<file path="config.mk">
export PLATFORM = sky130hd
export DESIGN_NAME = bf3_outq
export DESIGN_NICKNAME = d
export VERILOG_FILES = /design/src/sv/bf3_pkg.sv /design/src/sv/bf3_outq.sv
export SDC_FILE = /design/constraint.sdc
export NUM_CORES = 1
export LEC_CHECK = 0
export ABC_AREA = 1
export BUFFER_PORTS_ARGS = -buffer_cell sky130_fd_sc_hd__buf_4
export CORE_MARGIN = 8
export CORE_UTILIZATION = 45
export DETAILED_ROUTE_END_ITERATION = 16
export GPL_TIMING_DRIVEN = 0
export PLACE_DENSITY = 0.65
export SLEW_MARGIN = 20
export SYNTH_ARGS = -nofsm -noshare
export SYNTH_HDL_FRONTEND = slang
export SYNTH_SLANG_ARGS = --single-unit
export TNS_END_PERCENT = 50
</file>
<file path="constraint.sdc">
create_clock -name clk_i -period 11.7 [get_ports clk_i]
set_input_delay 1.17 -clock clk_i [delete_from_list [all_inputs] [get_ports clk_i]]
set_output_delay 1.17 -clock clk_i [all_outputs]
set_load 0.01 [all_outputs]
</file>
<file path="src/sv/bf3_pkg.sv">
// types and constants of the 3x3 box filter
`default_nettype none

package bf3_pkg;

  localparam int unsigned SAMPLE_BITS = 16;
  localparam int unsigned OUT_POS_W   = 10;
  localparam int unsigned MAX_HEIGHT  = 1024;
  localparam int unsigned ROW_W       = $clog2(MAX_HEIGHT);
  localparam int unsigned GRID_RESET  = 1024;
  localparam int unsigned MIN_DIM     = 3;
  localparam int unsigned CFG_DATA_W  = 11;
  localparam int unsigned CFG_IDX_W   = 2;

  localparam logic [CFG_IDX_W-1:0] CFG_GRID_WIDTH  = CFG_IDX_W'(0);
  localparam logic [CFG_IDX_W-1:0] CFG_GRID_HEIGHT = CFG_IDX_W'(1);

  // sum of nine samples and the reciprocal multiply for division by nine
  localparam int unsigned SUM_W      = SAMPLE_BITS + 4;
  localparam int unsigned DIV9_SHIFT = SUM_W + 3;
  localparam int unsigned DIV9_MUL   = ((2 ** DIV9_SHIFT) + 8) / 9;

  localparam int unsigned Q_DEPTH = 4;
  localparam int unsigned Q_AW    = $clog2(Q_DEPTH);
  localparam int unsigned Q_CW    = $clog2(Q_DEPTH + 1);

  typedef struct packed {
    logic border;
    logic mean_ready;
    logic frame_end;
  } bf3_flags_t;

  typedef struct packed {
    logic [OUT_POS_W-1:0]   col;
    logic [OUT_POS_W-1:0]   row;
    logic [SAMPLE_BITS-1:0] value;
    logic                   run_last;
    logic                   frame_last;
  } bf3_res_t;

  typedef struct packed {
    logic [1:0] cnt;
    bf3_res_t   res0;
    bf3_res_t   res1;
  } bf3_push_t;

endpackage

`default_nettype wire

</file>
<file path="src/sv/bf3_outq.sv">
// result queue taking up to two words per cycle
`default_nettype none

module bf3_outq (
  input  wire logic               clk_i,
  input  wire logic               rst_ni,
  input  wire bf3_pkg::bf3_push_t push_i,
  output logic                    room_o,
  output logic                    out_valid_o,
  input  wire logic               out_ready_i,
  output bf3_pkg::bf3_res_t       head_o
);

  localparam int unsigned QA = bf3_pkg::Q_AW;
  localparam int unsigned QC = bf3_pkg::Q_CW;

  bf3_pkg::bf3_res_t mem_q [bf3_pkg::Q_DEPTH];

  logic [QA-1:0] wp_q, wp_d, rp_q, rp_d;
  logic [QC-1:0] cnt_q, cnt_d;
  logic          pop;

  assign out_valid_o = (cnt_q != '0);
  assign pop         = out_valid_o & out_ready_i;
  assign room_o      = (cnt_q <= QC'(bf3_pkg::Q_DEPTH - 2));
  assign head_o      = mem_q[rp_q];

  always_comb begin
    wp_d  = wp_q + QA'(push_i.cnt);
    rp_d  = pop ? rp_q + QA'(1) : rp_q;
    cnt_d = cnt_q + QC'(push_i.cnt) - QC'(pop);
  end

  always_ff @(posedge clk_i or negedge rst_ni) begin
    if (!rst_ni) begin
      wp_q  <= '0;
      rp_q  <= '0;
      cnt_q <= '0;
    end else begin
      wp_q  <= wp_d;
      rp_q  <= rp_d;
      cnt_q <= cnt_d;
    end
  end

  always_ff @(posedge clk_i) begin
    if (push_i.cnt != 2'd0) begin
      mem_q[wp_q] <= push_i.res0;
    end
    if (push_i.cnt == 2'd2) begin
      mem_q[wp_q + QA'(1)] <= push_i.res1;
    end
  end

endmodule

`default_nettype wire

</file>
=== After elaboration in Yosys (flattened, before gate mapping) ===
Memory sizes are Yosys's and may differ from the RTL's.
Index checks and enable logic that the tools add are counted.

* Add/sub/neg operators: 5
* $lt $le $gt $ge: 1
* Eq/ne operators: 1
* Mux-type cells: 4
* Bitwise gates (word level): 1
* Reductions and logical operators: 2

{| class="wikitable"
|+ Operators with widths
! cell !! count
|-
| 2-bit by 1-bit adder with 2-bit output (second input constant) || 2
|-
| 1-bit 2-to-1 mux || 4
|-
| 3-bit by 2-bit adder with 3-bit output || 1
|-
| 3-bit by 2-bit <= comparator with 1-bit output (second input constant) || 1
|-
| 3-bit nonzero test || 1
|-
| 3-bit by 1-bit subtractor with 3-bit output || 1
|-
| 2-bit adder || 1
|-
| 2-bit == test (second input constant) || 1
|-
| 2-bit nonzero test || 1
|-
| 1-bit bitwise AND || 1
|}

* Register bits: 7
* Memory bits (writable): 152
* Input port bits: 81
* Output and inout port bits: 40
* Word-level logic and storage cells: 18
* Memories: 1

{| class="wikitable"
|+ Memory list
! memory !! words !! bits a word !! rd ports !! clocked after Yosys merged registers in !! write ports !! RTL line !! RTL
|-
| mem_q || 4 || 38 || 1 || 0 || 2 || bf3_outq.sv:17 || <nowiki>bf3_pkg::bf3_res_t mem_q [bf3_pkg::Q_DEPTH];</nowiki>
|}

=== Depth between registers and ports, before layout ===
* Word-level depth: 3
* Mapped depth: 12
* Depth with buffers taken out: 12

=== Worst setup path before layout ===
OpenSTA, ideal clock, no wires.

* Path type: input-to-reg
* Start: input port push_i[77] (netlist bit)
* End: memory mem_q[3][0] (netlist bit), enable pin
* Setup time: 0.486 ns
* Data arrival time: 3.900 ns
* Path slack: 7.314 ns
* Stages on the path: 2
* Buffers on the path: 0
* Path through: nor2_1 > o21ai_0

{| class="wikitable"
|+ RTL lines
! element !! RTL line !! RTL
|-
| start, declared || bf3_outq.sv:7 || <nowiki>input wire bf3_pkg::bf3_push_t push_i,</nowiki>
|-
| end, declared || bf3_outq.sv:17 ||
|}

==> qor.csv <==
metric;value;unit
Synth Area in Adders;0.830;%
via count;7678;
Seq/Total Area, Yosys;56.1;%
HPWL after DPL;17.5;mm
clk_lat worst skew;0.43;ns
layout cell share with drive strength beyond 1;16.0;%
full die area;23400;um2
Clock Pin Slew Worst Setup and Hold Paths;0.06;ns
Crit Path Category;reg2out;
setup_tns;0;ns
leakage;4.85;nW
largest family of logic cells by synthesized area;simple AND/OR/NAND/NOR gates;
syn_nets;1136;
PortBufs;120;
HP Class;reg2reg;
startpoint types;register;
Post-Synth XOR/XNOR Area;0.207;%
Synth Area in Compound Gates;4.80;%
die extent in y;153;um
DR iter-0 viols;747;
Tot Pwr;0.00263;W
slew margin rel.;54.5;%
Pins Over Slew Limit;0;
drt pass-1 iters;5;
RSZ-0062 raised after global routing;false;
Core ar.;18600;um2
f_max;289;MHz
clock sinks;159;
Antenna Cells;0;
worst endpoint required time;10.53;ns
Synth Area in Simple Gates;32.0;%
status;complete, no violations;
Slew @ Worst Pin;0.682;ns
Max Cap Viol;0;
cts repair resizes;0;
All-Layer GR Usage;22.4;%
TritonCTS clock tree;done;
Unique masters post-synth;18;
starting density of the core;45.4;%
first-pass GRT wire length;40.8;mm
Hold Buf Count CTS;0;
clk_skew;0.00500;ns
area leader, netlist;edfxtp_1;
H-tree levels;4;
number of setup buffers added after CTS;0;
routed wire length;25.8;mm
worst-path fanout max;10;
mux cell area share after synthesis;0;%
Power Density;254;nW/um2
YS warnings;0;
final critical-path share of the clock period;29.6;%
cts bufs inserted;17;
top-level I/O count;121;
clk buf depth;2;
DIE WIDTH;153;um
pre-CTS setup slack;8.22;ns
initial antenna violation count;0;
R2R cell count;5;
vias per cell;5.33;
Avg WL per Cell;17.9;um
hold depth;2;
top area cells in the synthesized netlist;edfxtp_1 54%, nand2_1 21%, nand3_1 6.9%;
peak supply drop;0.171;mV
Area growth syn-to-layout;22.5;%
# rows;50;
largest net degree at the start of global routing;25;
DRC Markers;0;
Mapped Area;8440;um2
Syn Inst Count;1050;
Antenna Nets Post-Route;0;
CP Capture Type;primary output;
Final Hold Viols;0;
Tmin final;3.46;ns
Final WS setup;8.24;ns
fillers;1722;
#FFs+latches synth;159;
gr ovfl total;0;
vias in the first global route;7616;
CTS root buf;clkbuf_16;
routability cong.;0.797;
top-area cell type share of the netlist area;54.1;%
syn avg cell area;8.04;um2
layout net count;1280;
final setup vio count;0;
Worst Path Arrival;2.29;ns
## cells in the mapped netlist, drive strengths merged
master  instances
nand2         480
edfxtp        152
nand3         117
nor2           82
o21ai          80
inv            54
buf            35
clkbuf         34
dfrtp           7
ha              4
a21oi           1
fa              1
nand4           1
xnor2           1
xor2            1
## through the flow
stage,util [%],std cells,instance area [um2],hold WS [ns]
2_1_floorplan,-,1050,8440,0.461
3_3_place_gp,51.9,1404,9640,0.478
3_5_place_dp,52.6,1409,9770,0.482
4_1_cts,55.7,1441,10300,0.497
5_1_grt,55.7,1441,10300,0.529
6_report,55.7,1441,10300,0.509
## cells in the final DEF (no fill, tap or decap)
cell	synthesis	routed
ha_1	4	4
nor2_1	82	82
xnor2_1	1	1
clkinv_1	0	1
clkbuf_1	34	37
clkbuf_16	0	17
nand3_1	117	117
o21ai_0	80	79
nand2_1	480	477
inv_2	3	3
clkinvlp_4	0	4
inv_1	51	51
clkinv_2	0	4
buf_4	3	123
buf_1	2	2
buf_12	0	2
edfxtp_1	152	152
xor2_1	1	1
bufinv_16	0	3
buf_2	30	30
fa_1	1	1
nand4_1	1	1
buf_8	0	1
a21oi_1	1	1
o21ai_4	0	1
dfrtp_1	7	7
nand2_2	0	3
buf_16	0	2
## final cells by class
class                      count  area, um2  area share, %
clock inverter                12        144           1.39
tap                          234        293           2.83
clock buffer                  20        437           4.22
timing repair buffer         125       1010           9.77
multi-input combinational    768       3210           31.1
sequential                   159       4740           45.8
inverter                      54        203           1.96
buffer                        69        308           2.97
## cell families after synthesis
logic type               after synthesis
flip-flops                           159
XOR/XNOR                               2
adder cells (fa/ha/maj)                5
buffers and inverters                123
AO/OA/AOI/OAI                         81
AND/OR/NAND/NOR                      680
## power by group
| part | leakage [nW] | switching [W] | internal (W) |
|---|---|---|---|
| Sequential | 1.51 | 0.0000468 | 0.000869 |
| Clock | 0.273 | 0.000229 | 0.000333 |
| Combinational | 3.07 | 0.000762 | 0.000392 |
| Total | 4.85 | 0.00104 | 0.00159 |
## path summary, 6_finish.rpt
check,endpoint,slack [ns],from
max,head_o[18],8.24,rp_q[1]
min,rp_q[1],0.51,rp_q[1]
max reg2reg,mem_q[0][13],9.08,wp_q[0]
min reg2reg,rp_q[1],0.51,rp_q[1]
max in group asynchronous,rp_q[1],11.01,rst_ni
min in group asynchronous,cnt_q[1],0.55,rst_ni
## flip-flops by register name, indices dropped and copies added, names as in the netlist
signal and flops:
mem_q 152, wp_q 2, cnt_q 3, rp_q 2
## critical path, cell delays in order (launching register included)
cell and delay [ns]:
dfrtp_1 0.39, inv_2 0.10, clkbuf_1 0.46, clkbuf_1 0.54
nand2_1 0.12, nand2_1 0.12, buf_4 0.13
## routing by layer
| layer | vias up | global-route usage [%] | part of all wire, % |
|---|---|---|---|
| li1 | 3697 | - | - |
| met1 | 3517 | 28.3 | 40 |
| met2 | 403 | 36.8 | 48 |
| met3 | 61 | 4.00 | 8.4 |
| met4 | 0 | 10.2 | 3.2 |
| met5 | - | 0 | 0 |
Power figures use the tool's default switching activity.
