<file path="config.mk">
export PLATFORM = sky130hd
export DESIGN_NAME = bf3_win
export DESIGN_NICKNAME = d
export VERILOG_FILES = /design/src/sv/bf3_pkg.sv /design/src/sv/bf3_win.sv
export SDC_FILE = /design/constraint.sdc
export NUM_CORES = 1
export LEC_CHECK = 0
export ABC_CLOCK_PERIOD_IN_PS = 11300
export BUFFER_PORTS_ARGS = -buffer_cell sky130_fd_sc_hd__buf_2
export CAP_MARGIN = 20
export CORE_AREA = 5 5 171 173
export CTS_CLUSTER_DIAMETER = 100
export DETAILED_ROUTE_END_ITERATION = 8
export DIE_AREA = 0 0 176 178
export GPL_TIMING_DRIVEN = 0
export PLACE_DENSITY = 0.7
export SYNTH_ARGS = -nofsm -noshare
export SYNTH_HDL_FRONTEND = slang
export SYNTH_SLANG_ARGS = --single-unit
export TNS_END_PERCENT = 1
</file>
<file path="constraint.sdc">
create_clock -name clk_i -period 11.3 [get_ports clk_i]
set_input_delay 1.13 -clock clk_i [delete_from_list [all_inputs] [get_ports clk_i]]
set_output_delay 1.13 -clock clk_i [all_outputs]
set_load 0.005 [all_outputs]
</file>
<file path="src/sv/bf3_pkg.sv">
// types and constants of the 3x3 box filter
`default_nettype none

package bf3_pkg;

  localparam int unsigned SAMPLE_BITS = 16;
  localparam int unsigned OUT_POS_W   = 10;
  localparam int unsigned MAX_HEIGHT  = 1024;
  localparam int unsigned ROW_W       = $clog2(MAX_HEIGHT);
  localparam int unsigned GRID_RESET  = 1024;
  localparam int unsigned MIN_DIM     = 3;
  localparam int unsigned CFG_DATA_W  = 11;
  localparam int unsigned CFG_IDX_W   = 2;

  localparam logic [CFG_IDX_W-1:0] CFG_GRID_WIDTH  = CFG_IDX_W'(0);
  localparam logic [CFG_IDX_W-1:0] CFG_GRID_HEIGHT = CFG_IDX_W'(1);

  // sum of nine samples and the reciprocal multiply for division by nine
  localparam int unsigned SUM_W      = SAMPLE_BITS + 4;
  localparam int unsigned DIV9_SHIFT = SUM_W + 3;
  localparam int unsigned DIV9_MUL   = ((2 ** DIV9_SHIFT) + 8) / 9;

  localparam int unsigned Q_DEPTH = 4;
  localparam int unsigned Q_AW    = $clog2(Q_DEPTH);
  localparam int unsigned Q_CW    = $clog2(Q_DEPTH + 1);

  typedef struct packed {
    logic border;
    logic mean_ready;
    logic frame_end;
  } bf3_flags_t;

  typedef struct packed {
    logic [OUT_POS_W-1:0]   col;
    logic [OUT_POS_W-1:0]   row;
    logic [SAMPLE_BITS-1:0] value;
    logic                   run_last;
    logic                   frame_last;
  } bf3_res_t;

  typedef struct packed {
    logic [1:0] cnt;
    bf3_res_t   res0;
    bf3_res_t   res1;
  } bf3_push_t;

endpackage

`default_nettype wire

</file>
<file path="src/sv/bf3_win.sv">
// 3x3 window, nine-sample sum and divide-by-nine result stage
`default_nettype none

module bf3_win #(
  parameter int unsigned MAX_WIDTH = 1024
) (
  input  wire logic                             clk_i,
  input  wire logic                             rst_ni,
  input  wire logic                             ld_i,
  input  wire logic [bf3_pkg::SAMPLE_BITS-1:0]  sample_i,
  input  wire logic [$clog2(MAX_WIDTH)-1:0]     col_i,
  input  wire logic [bf3_pkg::ROW_W-1:0]        row_i,
  input  wire bf3_pkg::bf3_flags_t              flags_i,
  input  wire logic [bf3_pkg::SAMPLE_BITS-1:0]  top_i,
  input  wire logic [bf3_pkg::SAMPLE_BITS-1:0]  mid_i,
  input  wire logic                             room_i,
  output logic                                  free_o,
  output bf3_pkg::bf3_push_t                    push_o
);

  localparam int unsigned AW     = $clog2(MAX_WIDTH);
  localparam int unsigned SB     = bf3_pkg::SAMPLE_BITS;
  localparam int unsigned SW     = bf3_pkg::SUM_W;
  localparam int unsigned PW     = bf3_pkg::OUT_POS_W;
  localparam int unsigned PROD_W = SW + SW;

  // [0..2] column c-2, [3..5] column c-1, rows r-2, r-1, r
  logic [SB-1:0] win_q [6];
  logic [SB-1:0] win_d [6];

  logic                v2_q, v2_d;
  logic [SW-1:0]       sum_q, sum_d;
  logic [SB-1:0]       smp_q;
  logic [AW-1:0]       col_q;
  logic [bf3_pkg::ROW_W-1:0] row_q;
  bf3_pkg::bf3_flags_t flg_q;

  logic              adv;
  logic [SW-1:0]     recip;
  logic [PROD_W-1:0] prod;
  logic [SB-1:0]     quot;
  bf3_pkg::bf3_res_t mean_r, bord_r;

  assign sum_d = SW'(win_q[0]) + SW'(win_q[1]) + SW'(win_q[2])
               + SW'(win_q[3]) + SW'(win_q[4]) + SW'(win_q[5])
               + SW'(top_i) + SW'(mid_i) + SW'(sample_i);

  always_comb begin
    for (int i = 0; i < 6; i++) begin
      win_d[i] = win_q[i];
    end
    if (ld_i) begin
      win_d[0] = win_q[3];
      win_d[1] = win_q[4];
      win_d[2] = win_q[5];
      win_d[3] = top_i;
      win_d[4] = mid_i;
      win_d[5] = sample_i;
    end
  end

  assign adv    = v2_q & room_i;
  assign free_o = ~v2_q | adv;

  always_comb begin
    v2_d = v2_q;
    if (ld_i) begin
      v2_d = 1'b1;
    end else if (adv) begin
      v2_d = 1'b0;
    end
  end

  always_ff @(posedge clk_i or negedge rst_ni) begin
    if (!rst_ni) begin
      v2_q <= 1'b0;
      for (int i = 0; i < 6; i++) begin
        win_q[i] <= '0;
      end
    end else begin
      v2_q <= v2_d;
      for (int i = 0; i < 6; i++) begin
        win_q[i] <= win_d[i];
      end
    end
  end

  always_ff @(posedge clk_i) begin
    if (ld_i) begin
      sum_q <= sum_d;
      smp_q <= sample_i;
      col_q <= col_i;
      row_q <= row_i;
      flg_q <= flags_i;
    end
  end

  // floor(sum / 9) by reciprocal multiply
  assign recip = SW'(bf3_pkg::DIV9_MUL);
  assign prod  = PROD_W'(sum_q) * PROD_W'(recip);
  assign quot  = prod[bf3_pkg::DIV9_SHIFT +: SB];

  always_comb begin
    mean_r.col        = PW'(32'(col_q) - 32'd1);
    mean_r.row        = PW'(32'(row_q) - 32'd1);
    mean_r.value      = quot;
    mean_r.run_last   = ~flg_q.border;
    mean_r.frame_last = 1'b0;

    bord_r.col        = PW'(32'(col_q));
    bord_r.row        = PW'(32'(row_q));
    bord_r.value      = smp_q;
    bord_r.run_last   = 1'b1;
    bord_r.frame_last = flg_q.frame_end;
  end

  always_comb begin
    push_o.cnt  = 2'd0;
    push_o.res0 = bord_r;
    push_o.res1 = bord_r;
    if (adv) begin
      if (flg_q.mean_ready) begin
        push_o.res0 = mean_r;
        push_o.cnt  = flg_q.border ? 2'd2 : 2'd1;
      end else if (flg_q.border) begin
        push_o.cnt  = 2'd1;
      end
    end
  end

endmodule

`default_nettype wire

</file>
# After elaboration in Yosys (flattened, before gate mapping)
# Cells that the tools add are included.
dict set report totals {
  regBits 156
  in_bits 75
  output_inout_bits 79
  wordCells 37
}
dict set report op_classes {
  add_sub_neg 10
  mul 1
  bitwise_logic 4
  n_mux 7
  n_reduce_logical 1
}
# operator n
set op_table {}
lappend op_table {{20-bit by 16-bit adder with 20-bit output} 4}
lappend op_table {{40-bit 2-to-1 mux} 1}
lappend op_table {{38-bit 2-to-1 mux} 1}
lappend op_table {{20-bit by 18-bit multiplier with 37-bit output, second input constant} 1}
lappend op_table {{19-bit by 16-bit adder with 20-bit output} 1}
lappend op_table {{10-bit by 1-bit subtractor with 10-bit output, second input constant} 2}
lappend op_table {{18-bit by 16-bit adder with 19-bit output} 1}
lappend op_table {{17-bit by 16-bit adder with 18-bit output} 1}
lappend op_table {{16-bit by 16-bit adder with 17-bit output} 1}
lappend op_table {{2-bit 2-to-1 mux} 2}
lappend op_table {{1-bit 2-to-1 mux} 3}
lappend op_table {{1-bit NOT} 2}
lappend op_table {{2-bit nonzero test} 1}
lappend op_table {{1-bit bitwise AND} 1}
lappend op_table {{1-bit bitwise OR} 1}

# Depth between registers and ports, before layout
# Gate-level depths: netlist of run 1.
dict set report depth {
  word_depth 8
  depth_mapped 19
  depth_no_buf 18
}

# Least setup slack after synthesis of run 1
# OpenSTA, ideal clock, no wires.
dict set report synth_timing {
  path_kind {register -> output}
  from {reg sum_q[7]}
  to {out push_o[49] in the netlist's numbering}
  required_time_ns 10.170
  path_slack_ns 4.872
  n_path_buf 0
  path_stages_with_launch 19
  t_arrival_ns 5.298
  path_cell_list {edfxtp_1 -> fa_1 -> ha_1 -> inv_1 -> fa_1 -> inv_1 -> fa_1 -> fa_1 -> inv_1 -> fa_1 -> inv_1 -> ha_1 -> and4_1 -> and4_4 -> nand3_2 -> a31oi_2 -> nor2_1 -> or4_1 -> nand4_1}
}
# item line_no
set synth_lines {}
lappend synth_lines {{start: declaration} bf3_win.sv:32} ;# logic [SW-1:0] sum_q, sum_d;
lappend synth_lines {{start signal: assignment} bf3_win.sv:90} ;# sum_q <= sum_d;
lappend synth_lines {{end: declaration} bf3_win.sv:18} ;# output bf3_pkg::bf3_push_t push_o

==> results.md, run 1 <==
- Post-Syn Nets: 1704
- CP max stage cell: fa_1
- Max-slew headroom: 40.9%
- Critical path type: reg2out
- Register area share after synthesis: 28.6%
- Worst Path Required: 10.17 ns
- Min cycle time layout: 7.57 ns
- Vias in the first global route: 10706
- Worst-margin pin slew: 0.887 ns
- Fraction of layout cells with a size suffix above 1: 20.8%
- Most numerous cell on the critical path: fa_1
- Layout overhead on the synthesized area: 12.5%
- Final setup vio count: 0
- Register bit total from synthesis: 156
- Routed WL: 33800 um
- Crit Path Max Fanout: 6
- Post-Syn Area: 14700 um2
- Bufs and invs on worst path: 5
- Number of iterations in the first detailed-routing pass: 7
- Site row count: 61
- Pin count of the biggest net entering global routing: 54
- Post-synthesis instance total: 1264
- Die Ht: 178 um
- Post-DRT Antenna Nets: 0
- Crit. End Element: primary output
- Antenna violations before repair: 0
- Initial Util: 53.4%
- Family with the most delay on the worst path: adder cells
- GRT overflow: 0
- Yosys cell types: 62
- CP startpoint kind: register
- # resized after CTS: 0
- Max Fclk: 132 MHz
- Outcome: finished, final reports clean
- First DRT Iteration DRCs: 468
- Worst path max stage delay: 0.56 ns
- Layout Nets: 1877
- Hpwl dp: 28400 um
- All-Layer GR Usage: 22.7%
- RSZ-0062 raised after global routing: no
- Root buf cell: clkbuf_16
- Residual DRC: 0
- Fin crit share: 67.0%
- Hold buffers post-CTS: 0
- Reg clk slew, reported paths: 0.06 ns
- Post-synth EDFFs: 59
- Synth Flop Type: dfrtp_1
- Post-CTS Repair Setup Buffers: 0
- Antenna Cells: 0
- Setup TNS: 0 ns
- Inserted Clock Buffers: 17
- Cell Area, Placed: 15900 um2
- Skew-Pair Late Insertion Delay: 0.43 ns
- CP Data Arrival Time: 6.44 ns
- Syn Area/Cell: 11.6 um2
- Final Skew: 0.0226 ns
- Design area: 16500 um2
- Filler cells: 2264
- Ys Warns: 0
- Horiz. Die Dim: 176 um
- Via count: 9702
- Min-delay worst type: reg2reg
- Fraction of registers with async set/reset: 62.2%
- CTS tree: built
- Final GP Congestion: 0.884
- CTS sink count: 156
- Buffers on Ports: 152
- Routed vias/inst: 5.40
- First-pass GRT wire length: 55500 um
- Pins Over Slew Limit: 0
- Number of I/O pins: 154
- Hold Vio Cnt, Final: 0
- WL/cell: 18.8 um
- Clk buf depth: 2
- # H-tree levels: 4
- Max-cap violations: 0
- CP cell instances: fa_1 -> ha_1 -> inv_1 -> fa_1 -> inv_1 -> fa_1 -> fa_1 -> inv_1 -> fa_1 -> inv_1 -> ha_1 -> and4_1 -> and4_4 -> o211ai_2 -> a31oi_2 -> nor2_1 -> or4_1 -> nand4_1 -> buf_2
- Core Region: 27500 um2
- Die Area: 31300 um2
## cells in the final DEF, fill, tap and decap left out, types with 6 or more instances in the layout
master / instances
clkbuf_16: 17
clkbuf_1: 15
mux2_2: 93
nand2_1: 56
edfxtp_1: 59
nand3_1: 13
xor2_1: 17
o21ai_1: 6
inv_1: 259
nand4_1: 15
fa_1: 200
o21ai_0: 33
nand2b_1: 7
xnor2_1: 30
ha_1: 165
clkbuf_8: 8
nor2_1: 31
a21oi_1: 44
dfrtp_1: 97
buf_2: 151
o21bai_1: 7
a21o_1: 11
nor3_1: 17
## stage by stage
stage          worst slack (ns)  hold slack, ns  instances  utilization [%]
3_5_place_dp               4.16           0.496       1764             57.9
2_1_floorplan              4.87           0.479       1264                -
5_1_grt                    3.53           0.528       1796             60.0
3_3_place_gp               4.21           0.489       1762             57.7
4_1_cts                    3.70           0.511       1796             60.0
6_report                   3.73           0.507       1796             60.0
## worst reg2reg max path: stages, from the launching register on
cell       delay [ns]
dfrtp_1          0.40
fa_1             0.52
fa_1             0.51
inv_1            0.05
fa_1             0.54
inv_1            0.06
fa_1             0.48
ha_1             0.17
inv_1            0.06
fa_1             0.45
nor2b_1          0.14
o21a_1           0.13
o21ai_0          0.16
a211oi_1         0.38
a2bb2oi_1        0.33
mux2i_1          0.23
nand3_1          0.09
## flip-flops by register name, indices dropped and copies added, names as in the netlist
name and count:
win_q 96, sum_q 20, smp_q 16, col_q 10, row_q 10, flg_q 2
push_o 1, v2_q 1
## routing by layer
metal,GRT usage [%],vias up,part of all wire [%]
met5,0,-,0
met3,3.37,54,3.1
met2,39.6,195,52
met4,7.08,0,2.6
li1,-,4512,-
met1,29.6,4941,42
## Yosys cell counts, types with 3 or more instances
| master | n | area (um2) |
|---|---|---|
| o31ai_1 | 5 | 37.5 |
| o21ai_0 | 33 | 165 |
| clkbuf_8 | 6 | 82.6 |
| dfrtp_1 | 97 | 2430 |
| a21oi_1 | 44 | 220 |
| xor2_1 | 17 | 149 |
| or3_1 | 4 | 25.0 |
| o21bai_1 | 7 | 52.6 |
| a211oi_1 | 4 | 30.0 |
| a21o_1 | 11 | 82.6 |
| mux2i_1 | 4 | 40.0 |
| inv_1 | 259 | 972 |
| buf_4 | 3 | 22.5 |
| xnor2_1 | 30 | 263 |
| o22ai_1 | 5 | 31.3 |
| o311ai_0 | 3 | 26.3 |
| nor3_1 | 17 | 85.1 |
| clkbuf_1 | 14 | 52.6 |
| fa_1 | 200 | 4000 |
| nor2_1 | 31 | 116 |
| nand3_1 | 13 | 65.1 |
| o211ai_1 | 5 | 37.5 |
| and2_1 | 3 | 18.8 |
| ha_1 | 165 | 2060 |
| and3_1 | 5 | 31.3 |
| mux2_2 | 93 | 1050 |
| nor4_1 | 3 | 18.8 |
| edfxtp_1 | 59 | 1770 |
| nand4_1 | 15 | 93.8 |
| a221oi_1 | 3 | 26.3 |
| o21ai_1 | 6 | 30.0 |
| nand2b_1 | 7 | 43.8 |
| nand2_1 | 56 | 210 |
## final cells by class
class	instances	area [um2]	share of cell area, %
tap	346	433	2.63
sequential	156	4200	25.5
multi-input combinational	823	9300	56.4
buffer	26	185	1.12
clock buffer	20	457	2.77
inverter	259	972	5.90
timing repair buffer	154	811	4.92
clock inverter	12	126	0.767
## final timing paths
check	from	endpoint	slack (ns)	cells after the start
setup / recovery	sum_q[7]	push_o[49]	3.73	19
hold / removal	win_q[17]	win_q[65]	0.51	1
setup reg to reg	win_q[50]	sum_q[18]	6.34	16
hold reg to reg	win_q[17]	win_q[65]	0.51	1
max in group asynchronous	rst_ni	win_q[94]	9.89	2
min in group asynchronous	rst_ni	win_q[67]	0.72	1
## cells by family after synthesis
kind of cell,share of synthesized area (%)
AND/OR/NAND/NOR,5.46
AO/OA/AOI/OAI,6.35
XOR/XNOR,2.81
multiplexers,7.42
buffers and inverters,7.90
adder cells (fa/ha/maj),41.4
flip-flops,28.6
other,0.0256
Power of run 1 is not shown: default switching activity piles up to over one toggle a cycle in this logic, so the estimate is an artifact.
==> run 2: changes to the inputs <==
--- a/config.mk
+++ b/config.mk
@@ -5,7 +5,7 @@
 export SDC_FILE = /design/constraint.sdc
 export NUM_CORES = 1
 export LEC_CHECK = 0
-export ABC_CLOCK_PERIOD_IN_PS = 11300
+export ABC_CLOCK_PERIOD_IN_PS = 6500
 export BUFFER_PORTS_ARGS = -buffer_cell sky130_fd_sc_hd__buf_2
 export CAP_MARGIN = 20
 export CORE_AREA = 5 5 171 173
@@ -13,7 +13,7 @@
 export DETAILED_ROUTE_END_ITERATION = 8
 export DIE_AREA = 0 0 176 178
 export GPL_TIMING_DRIVEN = 0
-export PLACE_DENSITY = 0.7
+export PLACE_DENSITY = 0.72
 export SYNTH_ARGS = -nofsm -noshare
 export SYNTH_HDL_FRONTEND = slang
 export SYNTH_SLANG_ARGS = --single-unit
==> constraint.sdc (replaced) <==
create_clock -name clk_i -period 6.5 [get_ports clk_i]
set_input_delay 0.65 -clock clk_i [delete_from_list [all_inputs] [get_ports clk_i]]
set_output_delay 0.65 -clock clk_i [all_outputs]
set_load 0.005 [all_outputs]
==> run 2 against run 1 <==
Clock-buffer cell count unchanged. Register-to-register slack worse by 4.8 ns. Sequential cell count unchanged. Clock skew down 0.0080 ns. Die area unchanged. Sequential share of layout area down 1.4 points. Core utilization up 3.6 points. Critical path depth down 1. Final cell count up 3.3%. Critical path type unchanged. Non-clock buffer count up 59. First-iteration DRC count up 44%.
==> results.md, run 2 (synthesis gave the netlist of run 1 again) <==
- Cells on worst reg2reg path: 16
- RSZ-0062 raised after global routing: yes
- Horiz. Die Dim: 176 um
- Top reg by flops: win_q
- Hold buffers post-CTS: 0
- CP startpoint kind: register
- Outcome: finished, final reports clean
- GRT overflow: 0
- Antenna Cells: 0
- Worst Path Required: 5.85 ns
- Worst-margin pin slew: 0.890 ns
- Layout overhead on the synthesized area: 19.2%
- WL/cell: 19.1 um
- First-pass GRT wire length: 55800 um
- Fin crit share: 99.7%
- Final Skew: 0.0146 ns
- Final setup vio count: 0
- Residual DRC: 0
- Bufs and invs on worst path: 4
- Inserted Clock Buffers: 17
- Buffers on Ports: 152
- Site row count: 61
- Crit Path Max Fanout: 4
- CTS tree: built
- Critical R2R Launch: win_q[50]
- Antenna violations before repair: 0
- Pin count of the biggest net entering global routing: 70
- CP cell instances: buf_6 -> fa_2 -> ha_4 -> fa_2 -> fa_1 -> fa_1 -> inv_1 -> fa_1 -> inv_2 -> ha_4 -> and4_4 -> and4_4 -> nand3_4 -> a31oi_4 -> nor2_2 -> or4_1 -> nand4_1 -> buf_2
- Worst path max stage delay: 0.58 ns
- Family with the most delay on the worst path: adder cells
- CTS sink count: 156
- Vias in the first global route: 10853
- Setup slack, reg-to-reg: 1.58 ns
- Clk buf depth: 2
- Post-DRT Antenna Nets: 0
- Pins Over Slew Limit: 0
- Cell Area, Placed: 15900 um2
- Routed WL: 35400 um
- Number of I/O pins: 154
- Root buf cell: clkbuf_16
- Skew-Pair Late Insertion Delay: 0.43 ns
- Setup TNS: 0 ns
- CP Data Arrival Time: 5.83 ns
- All-Layer GR Usage: 22.9%
- Hpwl dp: 28200 um
- CP max stage cell: fa_2
- Initial Util: 53.4%
- Number of iterations in the first detailed-routing pass: 7
- Top flop regs: win_q x96, sum_q x20, smp_q x16
- Fraction of layout cells with a size suffix above 1: 28.6%
- First DRT Iteration DRCs: 673
- Levels on crit path: 18
- Min cycle time layout: 6.48 ns
- # H-tree levels: 4
- Most frequent cells in the layout: 255 x inv_1, 185 x fa_1, 151 x buf_2
- Min-delay worst type: in2async
- Critical path type: reg2out
- Leading cell type in the layout, fill and taps excluded: inv_1
- Design area: 17500 um2
- Core Region: 27500 um2
- Most numerous cell on the critical path: fa_1
- Max-cap violations: 0
- Max Fclk: 154 MHz
- Hold Vio Cnt, Final: 0
- Via count: 9978
- Max-slew headroom: 40.7%
- Crit. End Element: primary output
- Reg clk slew, reported paths: 0.07 ns
- Die Ht: 178 um
- Reg2reg end: sum_q[18]
- Final GP Congestion: 0.889
- Routed vias/inst: 5.38
- Layout Nets: 1936
- Die Area: 31300 um2
- Max FFs per register: 96
[run 2: cell types whose count changed in the layout (fill, tap and decap cells not counted), sizes merged]
cell    change
clkbuf      -3
inv         +1
bufinv      -1
buf        +62
[run 2: area by class of cell]
class	count	area, um2
fill	2086	10000
multi-input combinational	823	9820
sequential	156	4200
timing repair buffer	213	1280
inverter	259	972
clock buffer	20	478
tap	346	433
buffer	26	189
clock inverter	12	96.3
[run 2: routing by layer]
layer	track usage (%)	wire length (um)
met1	29.2	14800
met2	40.1	18300
met3	3.12	1130
met4	8.22	1220
met5	0	0
[run 2: worst max path at each step]
stage / start / to / slack (ns)
final: sum_q[11] / push_o[49] / 0.02
after floorplan: sum_q[7] / push_o[49] / 0.55
after global routing: sum_q[7] / push_o[52] / -0.17
after detailed placement: sum_q[7] / push_o[49] / -0.14
after CTS: sum_q[6] / push_o[52] / -0.11
after global placement: sum_q[7] / push_o[49] / -0.12
[run 2: per-stage QoR]
stage	instances	utilization, %	setup WS, ns	hold slack, ns
final	1855	63.6	0.0217	0.149
after floorplan	1264	-	0.552	0.354
after detailed placement	1764	57.9	-0.137	0.499
after global placement	1762	57.7	-0.125	0.492
after global routing	1855	63.6	-0.169	0.168
after CTS	1823	61.6	-0.105	0.153
[run 2: what timing repair did]
action	CTS	global route
pin swaps	33	50
endpoints found under the setup margin	15	16
gates cloned	0	0
gates resized for setup	45	66
setup buffers	27	32
Power of run 2 is left out for the same reason.
==> run 3: changes to the inputs <==
--- a/config.mk
+++ b/config.mk
@@ -8,11 +8,11 @@
 export ABC_CLOCK_PERIOD_IN_PS = 6500
 export BUFFER_PORTS_ARGS = -buffer_cell sky130_fd_sc_hd__buf_2
 export CAP_MARGIN = 20
-export CORE_AREA = 5 5 171 173
+export CORE_AREA = 5 5 191 156
 export CTS_CLUSTER_DIAMETER = 100
 export DETAILED_ROUTE_END_ITERATION = 8
-export DIE_AREA = 0 0 176 178
-export GPL_TIMING_DRIVEN = 0
+export DIE_AREA = 0 0 196 161
+export GPL_TIMING_DRIVEN = 1
 export PLACE_DENSITY = 0.72
 export SYNTH_ARGS = -nofsm -noshare
 export SYNTH_HDL_FRONTEND = slang
==> run 3 against run 2 <==
Die area increased by 0.73%. Highest routed layer unchanged. Clock skew fell by 0.0046 ns. Register-to-register slack worse by 0.30 ns. Critical endpoint is now push_o[52]. Maximum frequency shrank 1.3%. Hold slack got worse by 0.0084 ns. Via count shrank 0.68%. The run now ends with setup timing left. Sequential share of layout area increased by 0.43 points.
==> results.md, run 3 (synthesis gave the netlist of run 1 again) <==
- Outcome: finished, violations left
- Failing checks: setup timing
- Leading cell type in the layout, fill and taps excluded: inv_1
- WL/cell: 18.2 um
- Clk buf depth: 2
- Antenna Cells: 0
- Vias in the first global route: 10559
- Pin count of the biggest net entering global routing: 104
- Antenna violations before repair: 0
- Max Fclk: 152 MHz
- Layout overhead on the synthesized area: 17.1%
- CP Data Arrival Time: 5.92 ns
- Max FFs per register: 96
- Critical path type: reg2out
- Setup ws final: -0.0669 ns
- Hold slack final: 0.140 ns
- Number of iterations in the first detailed-routing pass: 5
- Site row count: 55
- Filler cells: 2223
- Buffers on Ports: 152
- Residual DRC: 0
- Fin crit share: 101%
- Most frequent cells in the layout: 256 x inv_1, 189 x fa_1, 150 x buf_2
- Crit. Startpoint: sum_q[3]
- Initial Util: 52.7%
- Inserted Clock Buffers: 17
- Worst Path Required: 5.85 ns
- Crit Path Max Fanout: 4
- Final GP Congestion: 0.921
- Hpwl dp: 26700 um
- Max-slew headroom: 34.3%
- # H-tree levels: 4
- Root buf cell: clkbuf_16
- Critical R2R Launch: win_q[50]
- Via count: 9910
- Routed vias/inst: 5.37
- First DRT Iteration DRCs: 551
- Family with the most delay on the worst path: adder cells
- Horiz. Die Dim: 196 um
- Post-DRT Antenna Nets: 0
- CP startpoint kind: register
- Fraction of layout cells with a size suffix above 1: 27.4%
- Final Skew: 0.00996 ns
- Max-cap violations: 0
- CP cell instances: fa_1 -> ha_4 -> inv_1 -> fa_1 -> inv_1 -> fa_2 -> fa_1 -> inv_1 -> fa_1 -> inv_2 -> ha_4 -> buf_4 -> a21oi_1 -> o21ai_0 -> a21oi_1 -> o211ai_1 -> a21boi_1 -> and3_1 -> o31ai_4 -> buf_2
- Layout Nets: 1901
- CTS sink count: 156
- First-pass GRT wire length: 54500 um
- CTS tree: built
- Reg clk slew, reported paths: 0.07 ns
- Crit. End Element: primary output
- Min-delay worst type: in2async
- Pins Over Slew Limit: 0
- Min cycle time layout: 6.57 ns
- All-Layer GR Usage: 21.8%
- Worst-margin pin slew: 0.984 ns
- Setup TNS: -0.0689 ns
- Routed WL: 33600 um
- Hold Vio Cnt, Final: 0
- Top reg by flops: win_q
- Dpl ws: 0.0674 ns
- Most numerous cell on the critical path: fa_1
- Bufs and invs on worst path: 6
- RSZ-0062 raised after global routing: yes
- Skew-Pair Late Insertion Delay: 0.44 ns
- Number of I/O pins: 154
- GRT overflow: 0
- Top flop regs: win_q x96, sum_q x20, smp_q x16
- Final setup vio count: 2
- CP max stage cell: fa_1
- Worst path max stage delay: 0.59 ns
- Die Ht: 161 um
- Die Area: 31600 um2
- Core Region: 27800 um2
run 3: changes by cell type in the layout (fill, tap and decap cells not counted), sizes merged:
cell and delta:
buf -18, clkbuf -15, inv -3, bufinv +1
run 3: repair_timing:
| action | in CTS | in global routing |
|---|---|---|
| hold buffers | 0 | 0 |
| setup endpoints to repair | 14 | 15 |
| buffers inserted | 29 | 14 |
| pin swaps | 42 | 28 |
| gates resized for setup | 53 | 39 |
run 3: worst register-to-register path, delay by kind of cell (launching register included):
family / cells / cell delay [ns]
and+or+nand+nor: 2 / 0.22
AOI/OAI and AO/OA: 4 / 1.25
DFF: 1 / 0.40
buffers and inverters: 3 / 0.18
muxes: 1 / 0.23
adders and majority gates: 6 / 2.68
run 3: stage by stage:
step | instances | utilization (%) | instance area, um2
after CTS | 1830 | 60.8 | 16900
after detailed placement | 1769 | 56.8 | 15800
after floorplan | 1264 | - | 14700
after global routing | 1844 | 61.7 | 17200
final | 1844 | 61.7 | 17200
after global placement | 1769 | 56.8 | 15800
run 3: metal layers:
metal	global-route usage, %	up-vias	share of wire, %
met3	5.74	63	7.4
li1	-	4563	-
met4	6.60	0	2.9
met5	0	-	0
met2	35.6	363	48
met1	28.9	4921	42
run 3: final cells by class:
cell class,instances,area [um2],area share [%]
Timing Repair Buffer,204,1160,6.76
Inverter,259,972,5.66
Multi-Input combinational cell,823,9830,57.3
Tap cell,370,463,2.70
Sequential cell,156,4200,24.5
Clock buffer,22,454,2.65
Clock inverter,10,87.6,0.510
run 3: final timing paths:
check,end,slack (ns),cells past startpoint
min in group clk_i,row_q[8],0.39,1
min reg2reg,win_q[81],0.53,1
max,push_o[52],-0.07,20
max reg2reg,sum_q[18],1.28,16
max in group asynchronous,win_q[16],5.19,2
min,win_q[60],0.14,1
Power of run 3 is left out for the same reason.
